**src/hdl/int_to_ascii_formatter_unit_macros.svh**
```systemverilog
// Assertion macros for the integer to ASCII formatter.
// Every macro samples on clk_i and is disabled while rst_ni is low.
`ifndef INT_TO_ASCII_FORMATTER_UNIT_MACROS_SVH
`define INT_TO_ASCII_FORMATTER_UNIT_MACROS_SVH

// Base form: a complete property expression.
`define ITOAF_ASSERT(label, prop, msg) \
  label: assert property (@(posedge clk_i) disable iff (!rst_ni) prop) \
    else $error(msg);

// The consequent must hold in the same cycle as the antecedent.
`define ITOAF_ASSERT_SAME(label, pre, post, msg) \
  `ITOAF_ASSERT(label, (pre) |-> (post), msg)

// The consequent must hold in the cycle after the antecedent.
`define ITOAF_ASSERT_NEXT(label, pre, post, msg) \
  `ITOAF_ASSERT(label, (pre) |=> (post), msg)

`endif

```
**src/hdl/itoaf_pkg.sv**
```systemverilog
// Package for the integer to ASCII formatter: widths, radix codes, digit
// weight and character helpers. It depends on nothing else.
package itoaf_pkg;

  // Number of value bits that take part in the conversion.
  localparam int unsigned VALUE_BITS = 32;

  // Fixed widths of the item fields.
  localparam int unsigned VALUE_W  = 32;
  localparam int unsigned MINW_W   = 6;
  localparam int unsigned CHAR_W   = 8;
  localparam int unsigned RADIX_W  = 2;
  localparam int unsigned S_DATA_W = ((VALUE_W + MINW_W + CHAR_W + 7) / 8) * 8;
  localparam int unsigned M_DATA_W = ((CHAR_W + 7) / 8) * 8;

  // Digit position, restoring step and weight widths.
  localparam int unsigned POS_W    = $clog2(VALUE_BITS);
  localparam int unsigned STEP_W   = 2;
  localparam int unsigned DIGIT_W  = 4;
  localparam int unsigned WEIGHT_W = VALUE_BITS + 4;

  // Radix selector codes; the remaining code produces no characters.
  typedef enum logic [RADIX_W-1:0] {
    RADIX_HEX = 2'd0,
    RADIX_DEC = 2'd1,
    RADIX_BIN = 2'd2
  } radix_e;

  // ASCII constants. The letter offset is 'a' - '9' - 1.
  localparam logic [CHAR_W-1:0] ASCII_ZERO        = 8'h30;
  localparam logic [CHAR_W-1:0] HEX_LETTER_OFFSET = 8'd39;
  localparam int unsigned       DEC_MAX_DIGITS    = 10;

  // Powers of ten used as decimal digit weights.
  function automatic logic [31:0] pow10(input int unsigned idx);
    logic [31:0] p;
    unique case (idx)
      0:       p = 32'd1;
      1:       p = 32'd10;
      2:       p = 32'd100;
      3:       p = 32'd1000;
      4:       p = 32'd10000;
      5:       p = 32'd100000;
      6:       p = 32'd1000000;
      7:       p = 32'd10000000;
      8:       p = 32'd100000000;
      default: p = 32'd1000000000;
    endcase
    return p;
  endfunction

  // Decimal digit count of the largest value, evaluated at elaboration.
  function automatic int unsigned dec_digits();
    logic [63:0] m;
    int unsigned n;
    m = (64'd1 << VALUE_BITS) - 64'd1;
    n = 1;
    for (int unsigned i = 1; i < DEC_MAX_DIGITS; i++) begin
      if (m >= 64'(pow10(i))) begin
        n = i + 1;
      end
    end
    return n;
  endfunction

  localparam int unsigned HEX_DIGITS = (VALUE_BITS + 3) / 4;
  localparam int unsigned DEC_DIGITS = dec_digits();
  localparam int unsigned BIN_DIGITS = VALUE_BITS;

  // Hex and decimal resolve four digit bits, binary resolves one.
  localparam logic [STEP_W-1:0] STEP_WIDE   = 2'd3;
  localparam logic [STEP_W-1:0] STEP_NARROW = 2'd0;

  // Weight of bit k of the digit at a position: base^pos * 2^k.
  function automatic logic [WEIGHT_W-1:0] digit_weight(input radix_e r,
                                                       input logic [POS_W-1:0] pos,
                                                       input logic [STEP_W-1:0] k);
    logic [WEIGHT_W-1:0] unit;
    unique case (r)
      RADIX_HEX: unit = WEIGHT_W'(1) << {pos, 2'b00};
      RADIX_DEC: unit = WEIGHT_W'(pow10(int'(pos)));
      RADIX_BIN: unit = WEIGHT_W'(1) << pos;
      default:   unit = '0;
    endcase
    return unit << k;
  endfunction

  // Lowercase ASCII character of one digit value.
  function automatic logic [CHAR_W-1:0] digit_char(input logic [DIGIT_W-1:0] d);
    logic [CHAR_W-1:0] c;
    c = ASCII_ZERO + CHAR_W'(d);
    if (d > 4'd9) begin
      c = c + HEX_LETTER_OFFSET;
    end
    return c;
  endfunction

endpackage

```
**src/hdl/int_to_ascii_formatter_unit.sv**
```systemverilog
// Integer to ASCII formatter top level: one shared compare-subtract unit
// under a small sequencer. Depends on itoaf_pkg and the assertion macros.
//
//  channel  | direction | payload
//  ---------+-----------+---------------------------------------------------
//  s_axis   | in        | tuser: radix; tdata: value, min_width, fill_char
//  m_axis   | out       | tdata: out_char; tlast: last character of number
//
// Each digit bit is resolved by one compare-subtract against a weight from
// the package tables: four bits per hex or decimal digit, one per binary digit.
// An accepted number is converted one digit bit at a time, the compare-subtract
// unit being the limit; s_axis_tready is low until its final digit is done.
// A stalled m_axis holds the sequencer on the step that completes a digit.
// Reset clears the sequencer and the output valid flag; no clearing pass.
`include "int_to_ascii_formatter_unit_macros.svh"

module int_to_ascii_formatter_unit (
  input  logic                            clk_i,
  input  logic                            rst_ni,
  input  logic                            s_axis_tvalid,
  output logic                            s_axis_tready,
  // Fields from bit 0: value [31:0], min_width [37:32], fill_char [45:38].
  input  logic [itoaf_pkg::S_DATA_W-1:0]  s_axis_tdata,
  // Fields from bit 0: op (radix) [1:0].
  input  logic [itoaf_pkg::RADIX_W-1:0]   s_axis_tuser,
  output logic                            m_axis_tvalid,
  input  logic                            m_axis_tready,
  // Fields from bit 0: out_char [7:0].
  output logic [itoaf_pkg::M_DATA_W-1:0]  m_axis_tdata,
  output logic                            m_axis_tlast
);

  typedef enum logic [1:0] {
    ST_IDLE = 2'b01,
    ST_CALC = 2'b10
  } state_e;

  state_e                                state_q, state_d;
  itoaf_pkg::radix_e                     radix_q, radix_d;
  logic [itoaf_pkg::VALUE_BITS-1:0]      rem_q, rem_d;
  logic [itoaf_pkg::POS_W-1:0]           pos_q, pos_d;
  logic [itoaf_pkg::STEP_W-1:0]          step_q, step_d;
  logic [itoaf_pkg::DIGIT_W-1:0]         digit_q, digit_d;
  logic                                  lead_q, lead_d;
  logic [itoaf_pkg::MINW_W-1:0]          minw_q, minw_d;
  logic [itoaf_pkg::CHAR_W-1:0]          fill_q, fill_d;
  logic                                  out_valid_q, out_valid_d;
  logic [itoaf_pkg::CHAR_W-1:0]          out_char_q, out_char_d;
  logic                                  out_last_q, out_last_d;

  logic [itoaf_pkg::WEIGHT_W-1:0]        weight;
  logic [itoaf_pkg::WEIGHT_W:0]          diff;
  logic                                  take;
  logic [itoaf_pkg::DIGIT_W-1:0]         digit_new;
  logic                                  step_last;
  logic                                  is_final;
  logic                                  suppress;
  logic                                  use_fill;
  logic                                  emit;
  logic                                  slot_free;
  logic                                  stall;
  logic                                  load_out;
  logic                                  in_xfer;
  itoaf_pkg::radix_e                     in_radix;
  logic                                  in_radix_ok;

  // Shared compare-subtract unit: try to remove one weight from the remainder.
  assign weight    = itoaf_pkg::digit_weight(radix_q, pos_q, step_q);
  assign diff      = {1'b0, itoaf_pkg::WEIGHT_W'(rem_q)} - {1'b0, weight};
  assign take      = ~diff[itoaf_pkg::WEIGHT_W];
  assign digit_new = digit_q | (itoaf_pkg::DIGIT_W'(take) << step_q);

  // Decide what the finished digit prints: its character, the fill byte or nothing.
  assign step_last = (step_q == '0);
  assign is_final  = (pos_q == '0);
  assign suppress  = (digit_new == '0) && !lead_q && !is_final;
  assign use_fill  = suppress && (itoaf_pkg::MINW_W'(pos_q) < minw_q);
  assign emit      = !suppress || use_fill;

  // A character can enter the output register when it is empty or draining.
  assign slot_free = !out_valid_q || m_axis_tready;
  assign stall     = step_last && emit && !slot_free;
  assign load_out  = (state_q == ST_CALC) && step_last && emit && slot_free;

  // Input transfer decode.
  assign s_axis_tready = (state_q == ST_IDLE);
  assign in_xfer       = s_axis_tvalid && s_axis_tready;
  assign in_radix      = itoaf_pkg::radix_e'(s_axis_tuser);
  assign in_radix_ok   = (in_radix == itoaf_pkg::RADIX_HEX) ||
                         (in_radix == itoaf_pkg::RADIX_DEC) ||
                         (in_radix == itoaf_pkg::RADIX_BIN);

  // Sequencer: load a number, then walk digit positions and digit bits.
  always_comb begin
    state_d = state_q;
    radix_d = radix_q;
    rem_d   = rem_q;
    pos_d   = pos_q;
    step_d  = step_q;
    digit_d = digit_q;
    lead_d  = lead_q;
    minw_d  = minw_q;
    fill_d  = fill_q;
    unique case (state_q)
      ST_IDLE: begin
        if (in_xfer && in_radix_ok) begin
          state_d = ST_CALC;
          radix_d = in_radix;
          rem_d   = s_axis_tdata[itoaf_pkg::VALUE_BITS-1:0];
          minw_d  = s_axis_tdata[itoaf_pkg::VALUE_W +: itoaf_pkg::MINW_W];
          fill_d  = s_axis_tdata[itoaf_pkg::VALUE_W + itoaf_pkg::MINW_W +:
                                 itoaf_pkg::CHAR_W];
          digit_d = '0;
          lead_d  = 1'b0;
          unique case (in_radix)
            itoaf_pkg::RADIX_HEX: begin
              pos_d  = itoaf_pkg::POS_W'(itoaf_pkg::HEX_DIGITS - 1);
              step_d = itoaf_pkg::STEP_WIDE;
            end
            itoaf_pkg::RADIX_DEC: begin
              pos_d  = itoaf_pkg::POS_W'(itoaf_pkg::DEC_DIGITS - 1);
              step_d = itoaf_pkg::STEP_WIDE;
            end
            default: begin
              pos_d  = itoaf_pkg::POS_W'(itoaf_pkg::BIN_DIGITS - 1);
              step_d = itoaf_pkg::STEP_NARROW;
            end
          endcase
        end
      end
      ST_CALC: begin
        if (!stall) begin
          if (take) begin
            rem_d = diff[itoaf_pkg::VALUE_BITS-1:0];
          end
          if (!step_last) begin
            step_d  = step_q - 1'b1;
            digit_d = digit_new;
          end else begin
            digit_d = '0;
            lead_d  = lead_q || !suppress;
            if (is_final) begin
              state_d = ST_IDLE;
            end else begin
              pos_d  = pos_q - 1'b1;
              step_d = (radix_q == itoaf_pkg::RADIX_BIN) ? itoaf_pkg::STEP_NARROW
                                                          : itoaf_pkg::STEP_WIDE;
            end
          end
        end
      end
      default: begin
        state_d = ST_IDLE;
      end
    endcase
  end

  // Output register: holds one character until its transfer completes.
  always_comb begin
    out_valid_d = out_valid_q;
    out_char_d  = out_char_q;
    out_last_d  = out_last_q;
    if (load_out) begin
      out_valid_d = 1'b1;
      out_char_d  = suppress ? fill_q : itoaf_pkg::digit_char(digit_new);
      out_last_d  = is_final;
    end else if (m_axis_tready) begin
      out_valid_d = 1'b0;
    end
  end

  // Control registers.
  always_ff @(posedge clk_i or negedge rst_ni) begin
    if (!rst_ni) begin
      state_q     <= ST_IDLE;
      out_valid_q <= 1'b0;
    end else begin
      state_q     <= state_d;
      out_valid_q <= out_valid_d;
    end
  end

  // Datapath registers.
  always_ff @(posedge clk_i) begin
    radix_q    <= radix_d;
    rem_q      <= rem_d;
    pos_q      <= pos_d;
    step_q     <= step_d;
    digit_q    <= digit_d;
    lead_q     <= lead_d;
    minw_q     <= minw_d;
    fill_q     <= fill_d;
    out_char_q <= out_char_d;
    out_last_q <= out_last_d;
  end

  assign m_axis_tvalid = out_valid_q;
  assign m_axis_tdata  = itoaf_pkg::M_DATA_W'(out_char_q);
  assign m_axis_tlast  = out_last_q;

  // The least significant character ends the number and frees the input.
  `ITOAF_ASSERT_NEXT(a_final_char_idles, load_out && is_final, state_q == ST_IDLE,
                     "sequencer did not return to idle after the final character")

  // The remainder always stays below twice the weight under test.
  `ITOAF_ASSERT_SAME(a_rem_bound, state_q == ST_CALC,
                     {1'b0, itoaf_pkg::WEIGHT_W'(rem_q)} < {weight, 1'b0},
                     "remainder exceeds the current digit range")

  // A decimal digit never resolves above nine.
  `ITOAF_ASSERT_SAME(a_dec_digit_range,
                     (state_q == ST_CALC) && (radix_q == itoaf_pkg::RADIX_DEC),
                     digit_new <= 4'd9,
                     "decimal digit out of range")

endmodule

```
**config.mk**
```make
export PLATFORM = sky130hd
export DESIGN_NAME = int_to_ascii_formatter_unit
export DESIGN_NICKNAME = d
export VERILOG_FILES = /design/src/hdl/itoaf_pkg.sv /design/src/hdl/int_to_ascii_formatter_unit.sv
export VERILOG_INCLUDE_DIRS = /design/src /design/src/hdl
export SDC_FILE = /design/constraint.sdc
export NUM_CORES = 1
export LEC_CHECK = 0
export BUFFER_PORTS_ARGS = -buffer_cell sky130_fd_sc_hd__buf_2
export CORE_AREA = 2 2 135 137
export DETAILED_ROUTE_END_ITERATION = 8
export DIE_AREA = 0 0 137 139
export PLACE_DENSITY = 0.59
export SYNTH_ARGS = -nofsm -noshare
export SYNTH_HDL_FRONTEND = slang
export SYNTH_SLANG_ARGS = --single-unit
```
**constraint.sdc**
```tcl
create_clock -name clk_i -period 8 [get_ports clk_i]
set_input_delay 0.8 -clock clk_i [delete_from_list [all_inputs] [get_ports clk_i]]
set_output_delay 0.8 -clock clk_i [all_outputs]
set_load 0.01 [all_outputs]
```
# == After elaboration in Yosys (flattened, before gate mapping) ==
# Memory sizes are Yosys's and may differ from the RTL's. A register that Yosys moved wholly into a read port is not among the register bits.
# Index checks and enable logic that the tools add are counted.
# word_totals
regBits,72
latchBits,0
ramBits,0
rom_bits,480
inputBits,54
wordCells,111
memories,1
# memory_table
memory,words,width,read_ports,rd_ports_with_merged_regs,wr,line,source
(no name shown),16,30,1,1,0,itoaf_pkg.sv:37,unique case (idx)
# classes
n_addsub,5
mul,0
div,0
n_lt_le_gt_ge,2
eq_ne,13
shifts,4
mux,37
bitwise_logic,2
n_reduce_logical,35
# ops
op,n
32-bit 2-to-1 mux,4
36-bit case mux with 3 select lines,1
32-bit case mux with 2 select lines,1
32-bit by 36-bit subtractor with 37-bit output,1
"1-bit by 5-bit left shift with 36-bit output, first input constant",1
"1-bit by 7-bit left shift with 36-bit output, first input constant",1
36-bit by 2-bit left shift with 36-bit output,1
2-bit 2-to-1 mux,10
5-bit 2-to-1 mux,4
5-bit case mux with 2 select lines,2
4-bit 2-to-1 mux,4
8-bit 2-to-1 mux,2
4-bit AND reduction,4
1-bit logical AND,10
"2-bit != test, second input constant",5
"7-bit by 6-bit adder with 8-bit output, second input constant",1
2-bit case mux with 2 select lines,2
4-bit case mux with 2 select lines,1
"6-bit by 4-bit adder with 7-bit output, first input constant",1
"2-bit by 1-bit equality test with 1-bit output, second input constant",3
"2-bit equality test, second input constant",3
2-bit logical NOT,3
5-bit by 6-bit less-than comparator with 1-bit output,1
1-bit logical NOT,5
18 further kinds,27

# == Depth between registers and ports, before layout ==
# logic_depth
ltp_word,17
mapped_depth,28
mapped_depth_nobuf,27

# == Worst setup path before layout ==
# No wires, ideal clock.
# synth_path
path_kind,flip-flop to flip-flop
startpoint,register pos_q[1] (netlist name)
endpoint,"register rem_q[0] (netlist name), enable pin"
t_arrival_ns,6.562
required_ns,7.568
setup_slack_ns,1.006
path_stages_with_launch,26
period_less_slack_ns,6.994
path_cell_list,edfxtp_1 -> buf_2 -> nand2b_1 -> nor3_1 -> a21oi_1 -> or3_1 -> o31ai_1 -> nor2_1 -> a21oi_1 -> mux2i_1 -> ha_1 -> a2111oi_4 -> o21ai_1 -> a221oi_2 -> nor2_1 -> a211oi_2 -> a21oi_1 -> and2_1 -> a21oi_1 -> ha_1 -> nor3b_1 -> o211ai_1 -> o21a_4 -> nand2_1 -> a21oi_1 -> a21oi_1
# synth_via
elab_chain_len,16
elab_cells_between_ends,22
# synth_rtl
element,line,source
from (decl),int_to_ascii_formatter_unit.sv:41,"logic [itoaf_pkg::POS_W-1:0] pos_q, pos_d;"
from (signal assigned),int_to_ascii_formatter_unit.sv:187,pos_q <= pos_d;
1-bit by 5-bit left shift with 36-bit output or 1-bit by 7-bit left shift with 36-bit output (tied branches),"itoaf_pkg.sv:82, itoaf_pkg.sv:80",
36-bit case mux with 3 select lines,itoaf_pkg.sv:79,unique case (r)
36-bit by 2-bit left shift with 36-bit output,itoaf_pkg.sv:85,return unit << k;
32-bit by 36-bit subtractor with 37-bit output,int_to_ascii_formatter_unit.sv:69,"assign diff = {1'b0, itoaf_pkg::WEIGHT_W'(rem_q)} - {1'b0, weight};"
1-bit inverter,int_to_ascii_formatter_unit.sv:70,assign take = ~diff[itoaf_pkg::WEIGHT_W];
1-bit by 2-bit left shift with 4-bit output,int_to_ascii_formatter_unit.sv:71,assign digit_new = digit_q | (itoaf_pkg::DIGIT_W'(take) << step_q);
4-bit OR,int_to_ascii_formatter_unit.sv:71,
4-bit logical NOT,int_to_ascii_formatter_unit.sv:76,assign suppress = (digit_new == '0) && !lead_q && !is_final;
1-bit logical AND (2 in a row),int_to_ascii_formatter_unit.sv:76,
1-bit logical NOT or 1-bit logical AND (tied branches),"int_to_ascii_formatter_unit.sv:78, int_to_ascii_formatter_unit.sv:77",
1-bit logical OR,int_to_ascii_formatter_unit.sv:78,assign emit = !suppress || use_fill;
1-bit logical AND (2 in a row),int_to_ascii_formatter_unit.sv:82,assign stall = step_last && emit && !slot_free;
2-bit != test (no line),--,
4-bit AND reduction (no line) (*),--,
to (signal assigned),int_to_ascii_formatter_unit.sv:186,rem_q <= rem_d;
to (decl),int_to_ascii_formatter_unit.sv:40,"logic [itoaf_pkg::VALUE_BITS-1:0] rem_q, rem_d;"
# Every way passes the cells marked *; elsewhere a longest branch is shown, timed or not.
# A chain may end at the register's enable or synchronous reset.

# == Worst setup path in the final report ==
# layout_path
startpoint,register radix_q[1]
endpoint,"register rem_q[14] (netlist name), enable pin"
# layout_via
elab_chain_len,16
elab_cells_between_ends,20
# layout_rtl
element,line,source
from (decl),int_to_ascii_formatter_unit.sv:39,"itoaf_pkg::radix_e radix_q, radix_d;"
from (signal assigned),int_to_ascii_formatter_unit.sv:185,radix_q <= radix_d;
2-bit equality test (tied with other cells),itoaf_pkg.sv:79,
36-bit case mux with 3 select lines (*),itoaf_pkg.sv:79,
36-bit by 2-bit left shift with 36-bit output (*),itoaf_pkg.sv:85,
32-bit by 36-bit subtractor with 37-bit output (*),int_to_ascii_formatter_unit.sv:69,
1-bit inverter,int_to_ascii_formatter_unit.sv:70,
1-bit by 2-bit left shift with 4-bit output,int_to_ascii_formatter_unit.sv:71,
4-bit OR,int_to_ascii_formatter_unit.sv:71,
4-bit logical NOT,int_to_ascii_formatter_unit.sv:76,
1-bit logical AND (2 in a row),int_to_ascii_formatter_unit.sv:76,
1-bit logical NOT or 1-bit logical AND (tied branches),"int_to_ascii_formatter_unit.sv:78, int_to_ascii_formatter_unit.sv:77",
1-bit logical OR,int_to_ascii_formatter_unit.sv:78,
1-bit logical AND (2 in a row),int_to_ascii_formatter_unit.sv:82,
2-bit != test (no line),--,
4-bit AND reduction (no line) (*),--,
# Marks and branches as above.

==> qor.yml <==
worst_setup_path:
  critPathKind: "reg2reg"
  cp_slowest_cell: "edfxtp_1"
  critPathTopFamily: "compound AO/OA/AOI/OAI gates"
  cp-end-kind: "flop"
  required_ns: 7.99
  path_buf_inv: 1
  cp_data_arrival_time_ns: 7.11
  path_max_fanout: 32
  start_kind: "flop"
  crit_path_frequent_cell: "a21oi_1"
  path_cells: "nor2b_1 -> nand2_1 -> nor2_1 -> nand2_1 -> o31a_1 -> a21oi_1 -> mux2i_1 -> ha_1 -> a2111oi_4 -> o21ai_1 -> a221oi_2 -> nor2_1 -> a211oi_2 -> a21oi_1 -> and2_1 -> a21oi_1 -> ha_1 -> nor3b_1 -> o211ai_1 -> o21a_4 -> nand2_1 -> a21oi_1 -> a21oi_4 -> buf_4"
  max_stage_delay_ns: 0.66
synth:
  synth.avg_cell_area_um2: 8.74
  ys_async_sr_fraction_pct: 3.16
  synth_edf_count: 69
  ys_ff_latch: 95
  ys_types: 75
  yosysSeqAreaShare_pct: 37.6
  syn_nets: 894
  syn_inst: 793
  yosys_warnings: 0
  netlist_area_um2: 6930
  synth_ff_type: "edfxtp_1"
clock_tree:
  root_buffer: "clkbuf_16"
  path_clk_slew_ns: 0.08
  hold_buffers: 0
  cts_setup_buffers: 0
  cts_resized: 0
  cts.sinks: 95
  cts_tree: "built"
  ctsHtreeMaxLevel: 3
  clockBufferDepth: 2
  clk_latency_ns: 0.36
  cts_buffers: 9
placement:
  portBuffers: 62
  post-dp-hpwl_mm: 12.4
  gp_congestion: 0.904
  dp_cells: 1057
job:
  cap_violations: 0
timing:
  worst_pin_slew_ns: 0.862
  fmax_mhz: 140
  fin_skew_ns: 0.0158
  relSlewSlack_pct: 42.4
  final_max_slew_viol_count: 0
  hold_viol: 0
  fin_crit_sh_pct: 89.0
  setup_tns_ns: 0
  post-route-min-period_ns: 7.12
  rsz0062_at_grt: "false"
  setup_viol: 0
floorplan:
  die-area_um2: 19000
  start_util_pct: 39.3
  core_area_um2: 17700
  die_x_um: 137
  io_pins: 65
  die_y_um: 139
  rows: 49
power:
  p_per_area_nw_per_um2: 338
  ir_worst_vdd_v: 0.000132
  power_leakage_uw: 0.00316
layout:
  area_growth_pct: 12.2
  n_fill_cell: 1768
  drive_gt1_share_pct: 14.0
  diodes: 0
  nets: 940
  fin_cells: 1073
detailed_routing:
  drc: 0
  firstDrtPassIters: 5
  viasPerCell: 5.36
  wl_per_cell_um: 15.6
  drtAntennaViolNets: 0
  drt_iter0_markers: 300
  wl_mm: 16.7
  vias: 5751
hold_path:
  hold_class: "in2async"
global_routing:
  grt_max_degree: 72
  gr-usage-all-layers_pct: 18.2
  grt_pass1_wl_mm: 27.6
  antenna_found_initial: 0
  grt_pass1_vias: 5630
  overflow: 0
outcome:
  status: "finished clean"
-- path summary, 6_finish.rpt --
path,startpoint,to,slack (ns),cells after the start
max,radix_q[1],rem_q[14],0.88,24
min,rst_ni,state_q[1],0.22,1
max reg2reg,radix_q[1],rem_q[14],0.88,24
min reg2reg,fill_q[7],m_axis_tdata[7],0.52,1
max in group asynchronous,rst_ni,state_q[0],7.59,1
min in group clk_i,fill_q[7],m_axis_tdata[7],0.52,1
-- layout make-up --
type | count | area (um2) | share of cell area [%]
tap | 229 | 287 | 3.68
timing repair buffer | 73 | 393 | 5.05
inverter | 31 | 119 | 1.53
sequential | 95 | 2610 | 33.5
multi-input combinational | 629 | 4070 | 52.3
clock inverter | 7 | 81.3 | 1.05
clock buffer | 9 | 225 | 2.90
-- where the power goes --
part | internal, uW | switching (uW) | leakage [uW]
logic | 551 | 851 | 0.00215
registers | 704 | 71.4 | 0.000868
clock network | 225 | 224 | 0.000150
-- Yosys cell counts (5+ instances only) --
master	n	area (um2)
a211oi_1	5	37.5
a21o_1	25	188
a21oi_1	70	350
a22oi_1	12	90.1
a31oi_1	5	31.3
and2_1	7	43.8
and3_1	6	37.5
buf_1	7	26.3
clkbuf_1	28	105
dfxtp_1	23	460
edfxtp_1	69	2070
ha_1	46	576
inv_1	29	109
mux2i_1	27	270
nand2_1	89	334
nand2b_1	21	131
nand3_1	16	80.1
nor2_1	81	304
nor2b_1	8	50.1
nor3_1	19	95.1
o211ai_1	7	52.6
o21a_1	6	45.0
o21ai_0	78	390
o31ai_1	7	52.6
xnor2_1	18	158
xor2_1	14	123
-- metal layers --
metal | wire length, um | GRT usage (%) | vias to the layer above
met5 | 0 | 0 | -
met4 | 142 | 4.18 | 0
met3 | 597 | 2.52 | 12
met2 | 7870 | 30.3 | 105
met1 | 8110 | 24.8 | 2653
li1 | - | - | 2981
-- layout by cell type, fill, tap and decap left out, drive strengths merged, types with 12 or more instances in the layout --
master and n:
a22oi 12, xnor2 18, nand2b 21, ha 46, nor2 82, inv 35
nand3 16, buf 73, xor2 14, a21o 25, a21oi 73, nor3 21
o21ai 80, dfxtp 23, nand2 90, mux2i 28, edfxtp 69
-- logic make-up after synthesis --
logic type	Yosys count	share of synthesized area, %
AO/OA/AOI/OAI	250	22.9
XOR/XNOR	32	4.04
adder cells (fa/ha/maj)	47	8.59
buffers and inverters	69	3.95
flip-flops	95	37.6
multiplexers	32	4.85
AND/OR/NAND/NOR	268	18.1
-- through the flow --
stage               total power [uW]  worst slack [ns]  hold slack [ns]  util, %  cell area, um2
floorplan                       1880              1.01            0.495        -            6930
global placement                2170             0.992            0.502     42.3            7470
detailed placement              2180             0.914            0.504     42.3            7470
CTS                             2650             0.865            0.212     44.1            7780
global route                    2860             0.134            0.215     44.1            7780
finish                          2630             0.879            0.222     44.1            7780
Note: power is estimated with default switching activity, not from simulation.
